### config.mk
export PLATFORM = sky130hd
export DESIGN_NAME = motor_channel_run_timer
export DESIGN_NICKNAME = d
export VERILOG_FILES = /design/src/sv/mcrt_pkg.sv /design/src/sv/mcrt_ctrl.sv /design/src/sv/mcrt_datapath.sv /design/src/sv/motor_channel_run_timer.sv
export SDC_FILE = /design/constraint.sdc
export NUM_CORES = 1
export LEC_CHECK = 0
export ABC_CLOCK_PERIOD_IN_PS = 7600
export BUFFER_PORTS_ARGS = -buffer_cell sky130_fd_sc_hd__buf_2
export CAP_MARGIN = 20
export CORE_ASPECT_RATIO = 1.4
export CORE_MARGIN = 2
export CORE_UTILIZATION = 45
export DETAILED_ROUTE_END_ITERATION = 12
export GPL_ROUTABILITY_DRIVEN = 0
export PLACE_DENSITY_LB_ADDON = 0.1
export RECOVER_POWER = 100
export SYNTH_ARGS = -nofsm -noshare
export SYNTH_HDL_FRONTEND = slang
export SYNTH_HIERARCHICAL = 1
export SYNTH_SLANG_ARGS = --single-unit
### constraint.sdc
create_clock -name aclk -period 7.6 [get_ports aclk]
set_input_delay 0.38 -clock aclk [delete_from_list [all_inputs] [get_ports aclk]]
set_output_delay 0.38 -clock aclk [all_outputs]
set_load 0.05 [all_outputs]
### src/sv/mcrt_pkg.sv
// Shared constants, types and command struct for the motor channel run timer.
`default_nettype none

package mcrt_pkg;

    // Channel count and counter width
    localparam int CHANNELS   = 16;
    localparam int COUNT_BITS = 16;
    localparam int CHAN_BITS  = (CHANNELS > 1) ? $clog2(CHANNELS) : 1;

    // Field widths fixed by the interface
    localparam int LIMIT_BITS   = 16;
    localparam int PATTERN_BITS = 16;
    localparam int DRIVE_BITS   = 16;
    localparam int CMP_BITS     = (COUNT_BITS > LIMIT_BITS) ? COUNT_BITS : LIMIT_BITS;

    // Configuration register indexes
    localparam int CFG_ADDR_BITS = 1;
    localparam logic [CFG_ADDR_BITS-1:0] REG_UP_LIMIT   = 1'b0;
    localparam logic [CFG_ADDR_BITS-1:0] REG_DOWN_LIMIT = 1'b1;

    // Reset value of both run limits
    localparam logic [LIMIT_BITS-1:0] LIMIT_RESET = 16'd600;

    // Item kinds carried in tuser
    localparam logic CMD_TICK    = 1'b0;
    localparam logic CMD_PATTERN = 1'b1;

    // Controller to datapath commands
    typedef struct packed {
        logic                 load_item;  // capture the accepted item
        logic                 visit;      // update the channel at chan
        logic [CHAN_BITS-1:0] chan;       // channel being visited
        logic                 load_out;   // copy drive words to output register
    } mcrt_cmd_t;

endpackage

`default_nettype wire

### src/sv/mcrt_ctrl.sv
// Controller: item handshake, channel sweep sequencing and output valid.
`default_nettype none

module mcrt_ctrl
    import mcrt_pkg::*;
(
    input  wire logic      aclk,
    input  wire logic      aresetn,
    input  wire logic      s_tvalid,
    output logic           s_tready,
    output logic           m_tvalid,
    input  wire logic      m_tready,
    output mcrt_cmd_t      cmd
);

    typedef enum logic [1:0] {
        ST_IDLE,
        ST_SWEEP,
        ST_FINISH
    } state_t;

    localparam logic [CHAN_BITS-1:0] LAST_CHAN = CHAN_BITS'(CHANNELS - 1);

    state_t               state_reg, state_next;
    logic [CHAN_BITS-1:0] chan_reg, chan_next;
    logic                 m_valid_reg, m_valid_next;
    logic                 out_free;

    // Output register can take a new result when empty or being drained
    assign out_free = !m_valid_reg || m_tready;

    // Next state
    always_comb begin
        state_next    = state_reg;
        chan_next     = chan_reg;
        m_valid_next  = m_valid_reg;
        cmd.load_item = 1'b0;
        cmd.visit     = 1'b0;
        cmd.chan      = chan_reg;
        cmd.load_out  = 1'b0;
        if (m_valid_reg && m_tready) begin
            m_valid_next = 1'b0;
        end
        case (state_reg)
            ST_IDLE: begin
                if (s_tvalid) begin
                    cmd.load_item = 1'b1;
                    chan_next     = '0;
                    state_next    = ST_SWEEP;
                end
            end
            ST_SWEEP: begin
                cmd.visit = 1'b1;
                if (chan_reg == LAST_CHAN) begin
                    state_next = ST_FINISH;
                end else begin
                    chan_next = chan_reg + 1'b1;
                end
            end
            ST_FINISH: begin
                if (out_free) begin
                    cmd.load_out = 1'b1;
                    m_valid_next = 1'b1;
                    state_next   = ST_IDLE;
                end
            end
            default: begin
                state_next = ST_IDLE;
            end
        endcase
    end

    // State and registered outputs
    always_ff @(posedge aclk) begin
        if (!aresetn) begin
            state_reg   <= ST_IDLE;
            chan_reg    <= '0;
            m_valid_reg <= 1'b0;
        end else begin
            state_reg   <= state_next;
            chan_reg    <= chan_next;
            m_valid_reg <= m_valid_next;
        end
    end

    assign s_tready = (state_reg == ST_IDLE);
    assign m_tvalid = m_valid_reg;

endmodule

`default_nettype wire

### src/sv/mcrt_datapath.sv
// Datapath: limits, per-channel level, mode and run counter, output register.
`default_nettype none

module mcrt_datapath
    import mcrt_pkg::*;
(
    input  wire logic                     aclk,
    input  wire logic                     aresetn,
    input  wire mcrt_cmd_t                cmd,
    input  wire logic                     item_cmd,
    input  wire logic [PATTERN_BITS-1:0]  item_pattern,
    input  wire logic                     cfg_we,
    input  wire logic [CFG_ADDR_BITS-1:0] cfg_addr,
    input  wire logic [LIMIT_BITS-1:0]    cfg_wdata,
    output logic [DRIVE_BITS-1:0]         in1_drive,
    output logic [DRIVE_BITS-1:0]         in2_drive
);

    logic [LIMIT_BITS-1:0] up_limit_reg, down_limit_reg;
    logic                  cmd_reg;
    logic [CHANNELS-1:0]   pattern_reg;
    logic [CHANNELS-1:0]   level_reg, level_next;
    logic [CHANNELS-1:0]   up_reg, up_next;
    logic [CHANNELS-1:0]   down_reg, down_next;
    logic [COUNT_BITS-1:0] count_reg [CHANNELS];
    logic [COUNT_BITS-1:0] count_next;
    logic [COUNT_BITS-1:0] count_cur, count_inc;
    logic [LIMIT_BITS-1:0] limit_sel;
    logic                  running, want;
    logic [DRIVE_BITS-1:0] in1_wide, in2_wide;
    logic [DRIVE_BITS-1:0] in1_reg, in2_reg;

    // Configuration registers
    always_ff @(posedge aclk) begin
        if (!aresetn) begin
            up_limit_reg   <= LIMIT_RESET;
            down_limit_reg <= LIMIT_RESET;
        end else if (cfg_we) begin
            case (cfg_addr)
                REG_UP_LIMIT:   up_limit_reg   <= cfg_wdata;
                REG_DOWN_LIMIT: down_limit_reg <= cfg_wdata;
                default: ;
            endcase
        end
    end

    // Item capture
    always_ff @(posedge aclk) begin
        if (cmd.load_item) begin
            cmd_reg     <= item_cmd;
            pattern_reg <= item_pattern[CHANNELS-1:0];
        end
    end

    // One channel update per cycle
    assign running   = up_reg[cmd.chan] || down_reg[cmd.chan];
    assign want      = pattern_reg[cmd.chan];
    assign count_cur = count_reg[cmd.chan];
    assign count_inc = (count_cur == '1) ? count_cur : count_cur + COUNT_BITS'(1);
    assign limit_sel = up_reg[cmd.chan] ? up_limit_reg : down_limit_reg;

    always_comb begin
        level_next = level_reg;
        up_next    = up_reg;
        down_next  = down_reg;
        count_next = count_cur;
        if (cmd_reg == CMD_PATTERN) begin
            // stopped channel with a changed level starts moving
            if (!running && (level_reg[cmd.chan] != want)) begin
                up_next[cmd.chan]    = !want;
                down_next[cmd.chan]  = want;
                level_next[cmd.chan] = want;
            end
        end else if (running) begin
            // advance and stop past the limit for this direction
            if (CMP_BITS'(count_inc) > CMP_BITS'(limit_sel)) begin
                up_next[cmd.chan]   = 1'b0;
                down_next[cmd.chan] = 1'b0;
                count_next          = '0;
            end else begin
                count_next = count_inc;
            end
        end
    end

    always_ff @(posedge aclk) begin
        if (!aresetn) begin
            level_reg <= '0;
            up_reg    <= '0;
            down_reg  <= '0;
            for (int i = 0; i < CHANNELS; i++) begin
                count_reg[i] <= '0;
            end
        end else if (cmd.visit) begin
            level_reg           <= level_next;
            up_reg              <= up_next;
            down_reg            <= down_next;
            count_reg[cmd.chan] <= count_next;
        end
    end

    // Drive words, unused channels read zero
    always_comb begin
        in1_wide                 = '0;
        in2_wide                 = '0;
        in1_wide[CHANNELS-1:0]   = up_reg;
        in2_wide[CHANNELS-1:0]   = down_reg;
    end

    // Output register
    always_ff @(posedge aclk) begin
        if (cmd.load_out) begin
            in1_reg <= in1_wide;
            in2_reg <= in2_wide;
        end
    end

    assign in1_drive = in1_reg;
    assign in2_drive = in2_reg;

endmodule

`default_nettype wire

### src/sv/motor_channel_run_timer.sv
// Top level: sixteen-channel H-bridge run timer with stream ports.
// Each item is accepted while idle, then all sixteen channels are swept one by one, then the
// drive words are loaded once the output is free; m_tvalid rises after that load.
// s_tready is high only while idle; a finished result may wait in the output register.
// Reset (aresetn, synchronous, active low): all channels stopped, levels and counts zero,
// both limits 600, no result pending.
`default_nettype none

module motor_channel_run_timer
    import mcrt_pkg::*;
(
    input  wire logic                     aclk,
    input  wire logic                     aresetn,
    input  wire logic                     s_tvalid,
    output logic                          s_tready,
    input  wire logic [15:0]              s_tdata,   // [15:0] pin_pattern
    input  wire logic                     s_tuser,   // [0] cmd
    output logic                          m_tvalid,
    input  wire logic                     m_tready,
    output logic [31:0]                   m_tdata,   // [15:0] in1_drive, [31:16] in2_drive
    input  wire logic                     cfg_we,
    input  wire logic [CFG_ADDR_BITS-1:0] cfg_addr,
    input  wire logic [LIMIT_BITS-1:0]    cfg_wdata
);

    mcrt_cmd_t             cmd;
    logic [DRIVE_BITS-1:0] in1_drive, in2_drive;

    mcrt_ctrl u_ctrl (
        .aclk     (aclk),
        .aresetn  (aresetn),
        .s_tvalid (s_tvalid),
        .s_tready (s_tready),
        .m_tvalid (m_tvalid),
        .m_tready (m_tready),
        .cmd      (cmd)
    );

    mcrt_datapath u_datapath (
        .aclk         (aclk),
        .aresetn      (aresetn),
        .cmd          (cmd),
        .item_cmd     (s_tuser),
        .item_pattern (s_tdata),
        .cfg_we       (cfg_we),
        .cfg_addr     (cfg_addr),
        .cfg_wdata    (cfg_wdata),
        .in1_drive    (in1_drive),
        .in2_drive    (in2_drive)
    );

    assign m_tdata = {in2_drive, in1_drive};

endmodule

`default_nettype wire

==> Word level (Yosys, flattened, before mapping) <==
Memory sizes are Yosys's and may differ from the RTL's. A register that Yosys moved wholly into a read port is not among the register bits.
Index checks and enable logic that the tools add are counted.
{ "classes": {"order_cmp": 3, "bitwise": 4, "mux": 50, "n_addsub": 2, "n_eq_ne": 10, "reduce_logical": 19} }
{ "ops": {"columns": ["operator", "n"], "rows": [
  ["two-way mux 16 bit", 14],
  ["bitwise mux 16 bit", 3],
  ["bitwise AND 16 bit", 2],
  ["two-way mux 4 bit", 5],
  ["two-way mux 1 bit", 18],
  ["adder 16 x 1 -> 16 bit (second input constant)", 1],
  ["binary-select mux 1 bit (select 4 bit)", 4],
  ["equality test 16 bit (second input constant)", 1],
  ["greater-than comparator 16 bit", 1],
  ["inverter 16 bit", 1],
  ["OR reduction 16 bit", 1],
  ["AND reduction 3 bit", 3],
  ["one-hot mux 4 bit (2 select lines)", 1],
  ["two-way mux 2 bit", 3],
  ["inequality test 2 bit (second input constant)", 3],
  ["one-hot mux 2 bit (3 select lines)", 1],
  ["nonzero test 2 bit", 3],
  ["< comparator 4 x 5 -> 1 bit (second input constant)", 1],
  ["adder 4 x 1 -> 4 bit (second input constant)", 1],
  ["demux 1 bit (select 4 bit)", 1],
  ["equality test 4 bit (second input constant)", 1],
  ["greater-or-equal comparator 4 x 1 -> 1 bit (second input constant)", 1],
  ["inequality test 2 x 1 -> 1 bit (second input constant)", 2],
  ["AND reduction 2 bit", 2],
  ["9 further kinds", 14]
]} }
{ "totals": {"n_memories": 1, "reg_bits": 136, "ram_bits": 256, "elab_cells": 101, "input_bits": 39, "output_inout_bits": 34} }
{ "mem_list": {"columns": ["name", "words", "word_bits", "read_ports", "rd_ports_with_merged_regs", "wr", "line", "source"], "rows": [
  ["u_datapath.count_reg", 16, 16, 1, 1, 16, "mcrt_datapath.sv:25", "logic [COUNT_BITS-1:0] count_reg [CHANNELS];"]
]} }

==> Logic depth before layout (Yosys ltp) <==
{ "depth": {"ltp_word": 9, "ltp_mapped": 25, "ltp_nobuf": 18} }

==> Cells and area by module <==
Netlist, hierarchy kept.
{ "by_module_without_submodules": {"columns": ["module", "area_each_um2", "seq_area_each_um2", "cells_per_inst", "n_inst"], "rows": [
  ["mcrt_datapath", 18617.9, 10760.3, 1417, 1],
  ["mcrt_ctrl", 377.9, 140.1, 39, 1]
]} }

==> Worst setup path before layout <==
Ideal clock, no wire load.
{ "synth_path": {"path_type": "reg2reg", "from": "reg u_ctrl.chan_reg[0]", "to": "mem u_datapath.count_reg[3][3] (data pin)", "setup_time_ps": 157, "path_slack_ps": 1796, "synth_period_minus_slack_ps": 5804, "t_arrival_ps": 5647, "stages_incl_launch_ff": 26, "required_time_ps": 7443, "path_buffers": 7, "path_cell_list": "dfxtp_1 -> buf_6 -> buf_12 -> buf_12 -> mux4_2 -> a22oi_1 -> nand2_2 -> ha_1 -> nor2b_1 -> a32o_1 -> nand4_2 -> nor4_2 -> buf_4 -> nor3_1 -> xor2_1 -> ha_1 -> nand4_1 -> or2_2 -> nor4_1 -> nor2_1 -> clkbuf_1 -> or3_1 -> or4_1 -> buf_2 -> buf_2 -> a31oi_1"} }
{ "synth_rtl": {"columns": ["element", "line", "source"], "rows": [
  ["from (decl)", "mcrt_ctrl.sv:25", "logic [CHAN_BITS-1:0] chan_reg, chan_next;"],
  ["from (signal assigned)", "mcrt_ctrl.sv:81", "chan_reg <= chan_next;"],
  ["to (decl)", "mcrt_datapath.sv:25", null]
]} }

==> Worst setup path in the final report <==
{ "layout_path": {"from": "reg u_ctrl.chan_reg[1]", "to": "reg u_datapath.up_reg[3] (netlist: u_datapath/in1_wide[3])"} }
{ "layout_between": {"elab_chain_len": 9, "word_cells_on_any_way": 31, "classes_between": "3 x order compare; 2 x eq/ne; 16 x mux; 2 x bitwise; 8 x reduce/logical"} }
{ "layout_rtl": {"columns": ["element", "line", "source"], "rows": [
  ["branches (longest 9 deep; another with greater-than comparator 16 bit)", null, null],
  ["to (signal assigned)", "mcrt_datapath.sv:96", "up_reg <= up_next;"],
  ["to (decl)", "mcrt_datapath.sv:23", "logic [CHANNELS-1:0] up_reg, up_next;"]
]} }
Several ways; the timed one is not identified. The select of a mux whose other input is x is not followed.
A chain may end at the register's enable or synchronous reset.

==> reports/results.tsv <==
metric	value	unit
status	finished with violations	
failing checks	max-capacitance violations, max-slew violations	
# diodes	0	
max reg flops	256	
VDD IR max	0.000127	V
slowest cell delay on critical path	1270	ps
Req. time, crit path	8040	ps
Remaining DRCs	0	
YS warnings	6	
Fmax	144	MHz
Max Buffers Root-to-Sink	3	
Total Die Area	43900	um^2
Top FF cell, synth	edfxtp_1	
R2R setup slack	660	ps
r2r startpoint	u_ctrl/chan_reg[1]	
CTS sink count	392	
Synth area leaders	edfxtp_1 48%, dfxtp_1 9.2%, mux4_2 9.1%	
H-tree lvl count	2	
syn_area_per_cell	13.0	um^2
crit path DAT	7380	ps
CP top delay family	simple AND/OR/NAND/NOR gates	
crit path launch type	flip-flop	
worst-path fanout max	43	
post-route ant nets	0	
CP max-delay cell	a2111oi_0	
PD cells	229	nW/um^2
Initial Util	0.454	
WHS	19.7	ps
register area	10900	um^2
core area	41900	um^2
CTS buffer count	40	
Pleak	6.79	nW
total grt overflow	0	
largest net degree at the start of global routing	72	
unrepaired setup endpoints after global routing	no	
Tmin final	6940	ps
# fillers	3745	
final period utilization	0.913	
final max-slew violation count	317	
crit path from	u_ctrl/chan_reg[1]	
first-pass GRT wire length	85300	um
endpoints failing setup	0	
setup bufs post-CTS	0	
Via density	6.31	
nets@finish	1560	
Clock Latency Late Sink	540	ps
Mapped Area	19000	um^2
setup tns final	0	ps
Fin. Hold Viols	0	
total of max-cap violations	12	
most frequent cell after synthesis	edfxtp_1	
port bufs	72	
hold buffers post-CTS	8	
Synth top area share	0.482	
initial antenna violation count	0	
# rows	89	
Distinct cells, synth	85	
Area Growth Syn to Fin	10.2	%
Clock Pin Slew Worst Setup and Hold Paths	60	ps
Cell Chain, Critical Path	mux4_2, a22oi_1, nand2_1, ha_1, nor2b_1, a32o_1, nand4_1, nor4_1, xnor2_1, nand2_1, ha_1, o211ai_1, nor2_1, a221oi_1, nor2_1, clkbuf_1, o211ai_1, a2111oi_0, mux2i_1	
Worst Path Buf+Inv	1	
headroom to the max-slew limit	-1.00	
Hold Path Class	in2reg	
Post-synth top cells	305 x edfxtp_1, 179 x nand2_1, 126 x a31oi_1	
asr flop ratio synth	0	
Worst Tran Pin Value	3000	ps
Crit Path Category	reg2reg	
number of global-route vias before repair	12993	
synthesized flop and latch total	392	
die height	247	um
syn_nets	1513	
drt wl/cell	27.7	um
Post-DP Area	19800	um^2
CTS tree	yes	
endpoint type of the worst setup path	flip-flop	
Detailed Route WL	57500	um
DR iter-0 viols	1145	
IO Count	73	
Vias	13095	
synthesized instance count	1456	
Die Wd	178	um
Post-synth EDFFs	305	
Final Instance Area	20900	um^2
Post-DP HPWL	35700	um
area of the multi-input gates	7240	um^2
Root Driver	clkbuf_16	
Setup Skew	13.2	ps
gr usage total	0.265	
Resized cells post-CTS	0	
Detailed Routing Iterations Pass 1	5	
Synth area leader	edfxtp_1	
share of layout cells above drive strength 1	0.170	
Seq/Total Area, Yosys	0.574	
min-delay src	s_tdata[2]	
[metrics by stage]
| stage | worst slack (ps) | util | total power [W] | instances |
|---|---|---|---|---|
| detailed placement | 1080 | 0.473 | 0.00292 | 1997 |
| finish | 660 | 0.500 | 0.00480 | 2076 |
| floorplan | 1800 | - | 0.00276 | 1456 |
| global route | 341 | 0.500 | 0.00494 | 2076 |
| CTS | 1050 | 0.505 | 0.00483 | 2074 |
| global placement | 1170 | 0.472 | 0.00291 | 1994 |
[cells by family after synthesis]
kind of cell	share of synthesized area
mux	0.128
simple gates	0.111
compound gates	0.126
buf+inv	0.0435
xor+xnor	0.00599
fa+ha+maj	0.0119
flops	0.574
[placed cells by master (no fill, tap or decap), types with 40 or more instances in the layout]
cell / Yosys / routed
dfxtp_1: 87 / 85
mux2i_1: 56 / 56
a21oi_1: 67 / 66
buf_4: 4 / 40
clkbuf_16: 0 / 44
a31oi_1: 126 / 126
nand2_1: 179 / 180
mux4_2: 77 / 77
nor2_1: 51 / 50
edfxtp_1: 305 / 305
clkbuf_1: 68 / 69
[worst paths after layout]
path / cells after the start / to
max: 19 / u_datapath/in1_wide[3]
min: 1 / u_datapath/pattern_reg[2]
min reg2reg: 0 / u_datapath/in1_drive[13]
max reg2reg: 19 / u_datapath/in1_wide[3]
[layout make-up]
| class | count | area share |
|---|---|---|
| flip-flops and latches | 392 | 0.521 |
| multi-input cells | 918 | 0.346 |
| clock buffers | 55 | 0.0555 |
| repair buffers | 147 | 0.0401 |
| well taps | 546 | 0.0326 |
| clock inverters | 14 | 0.00436 |
| inverters | 4 | 0.000717 |
[layer usage]
metal,up-vias,share of wire,global-route usage
met5,-,0,0
met4,0,0.049,0.119
met3,144,0.059,0.0360
met2,548,0.50,0.455
met1,6603,0.39,0.332
li1,5800,-,-
[report_power, final]
group,internal [W],total [W],switching (W)
combinational,0.000154,0.000477,0.000323
clock,0.00110,0.00193,0.000824
sequential,0.00237,0.00240,0.0000262
Power figures use the tool's default switching activity.
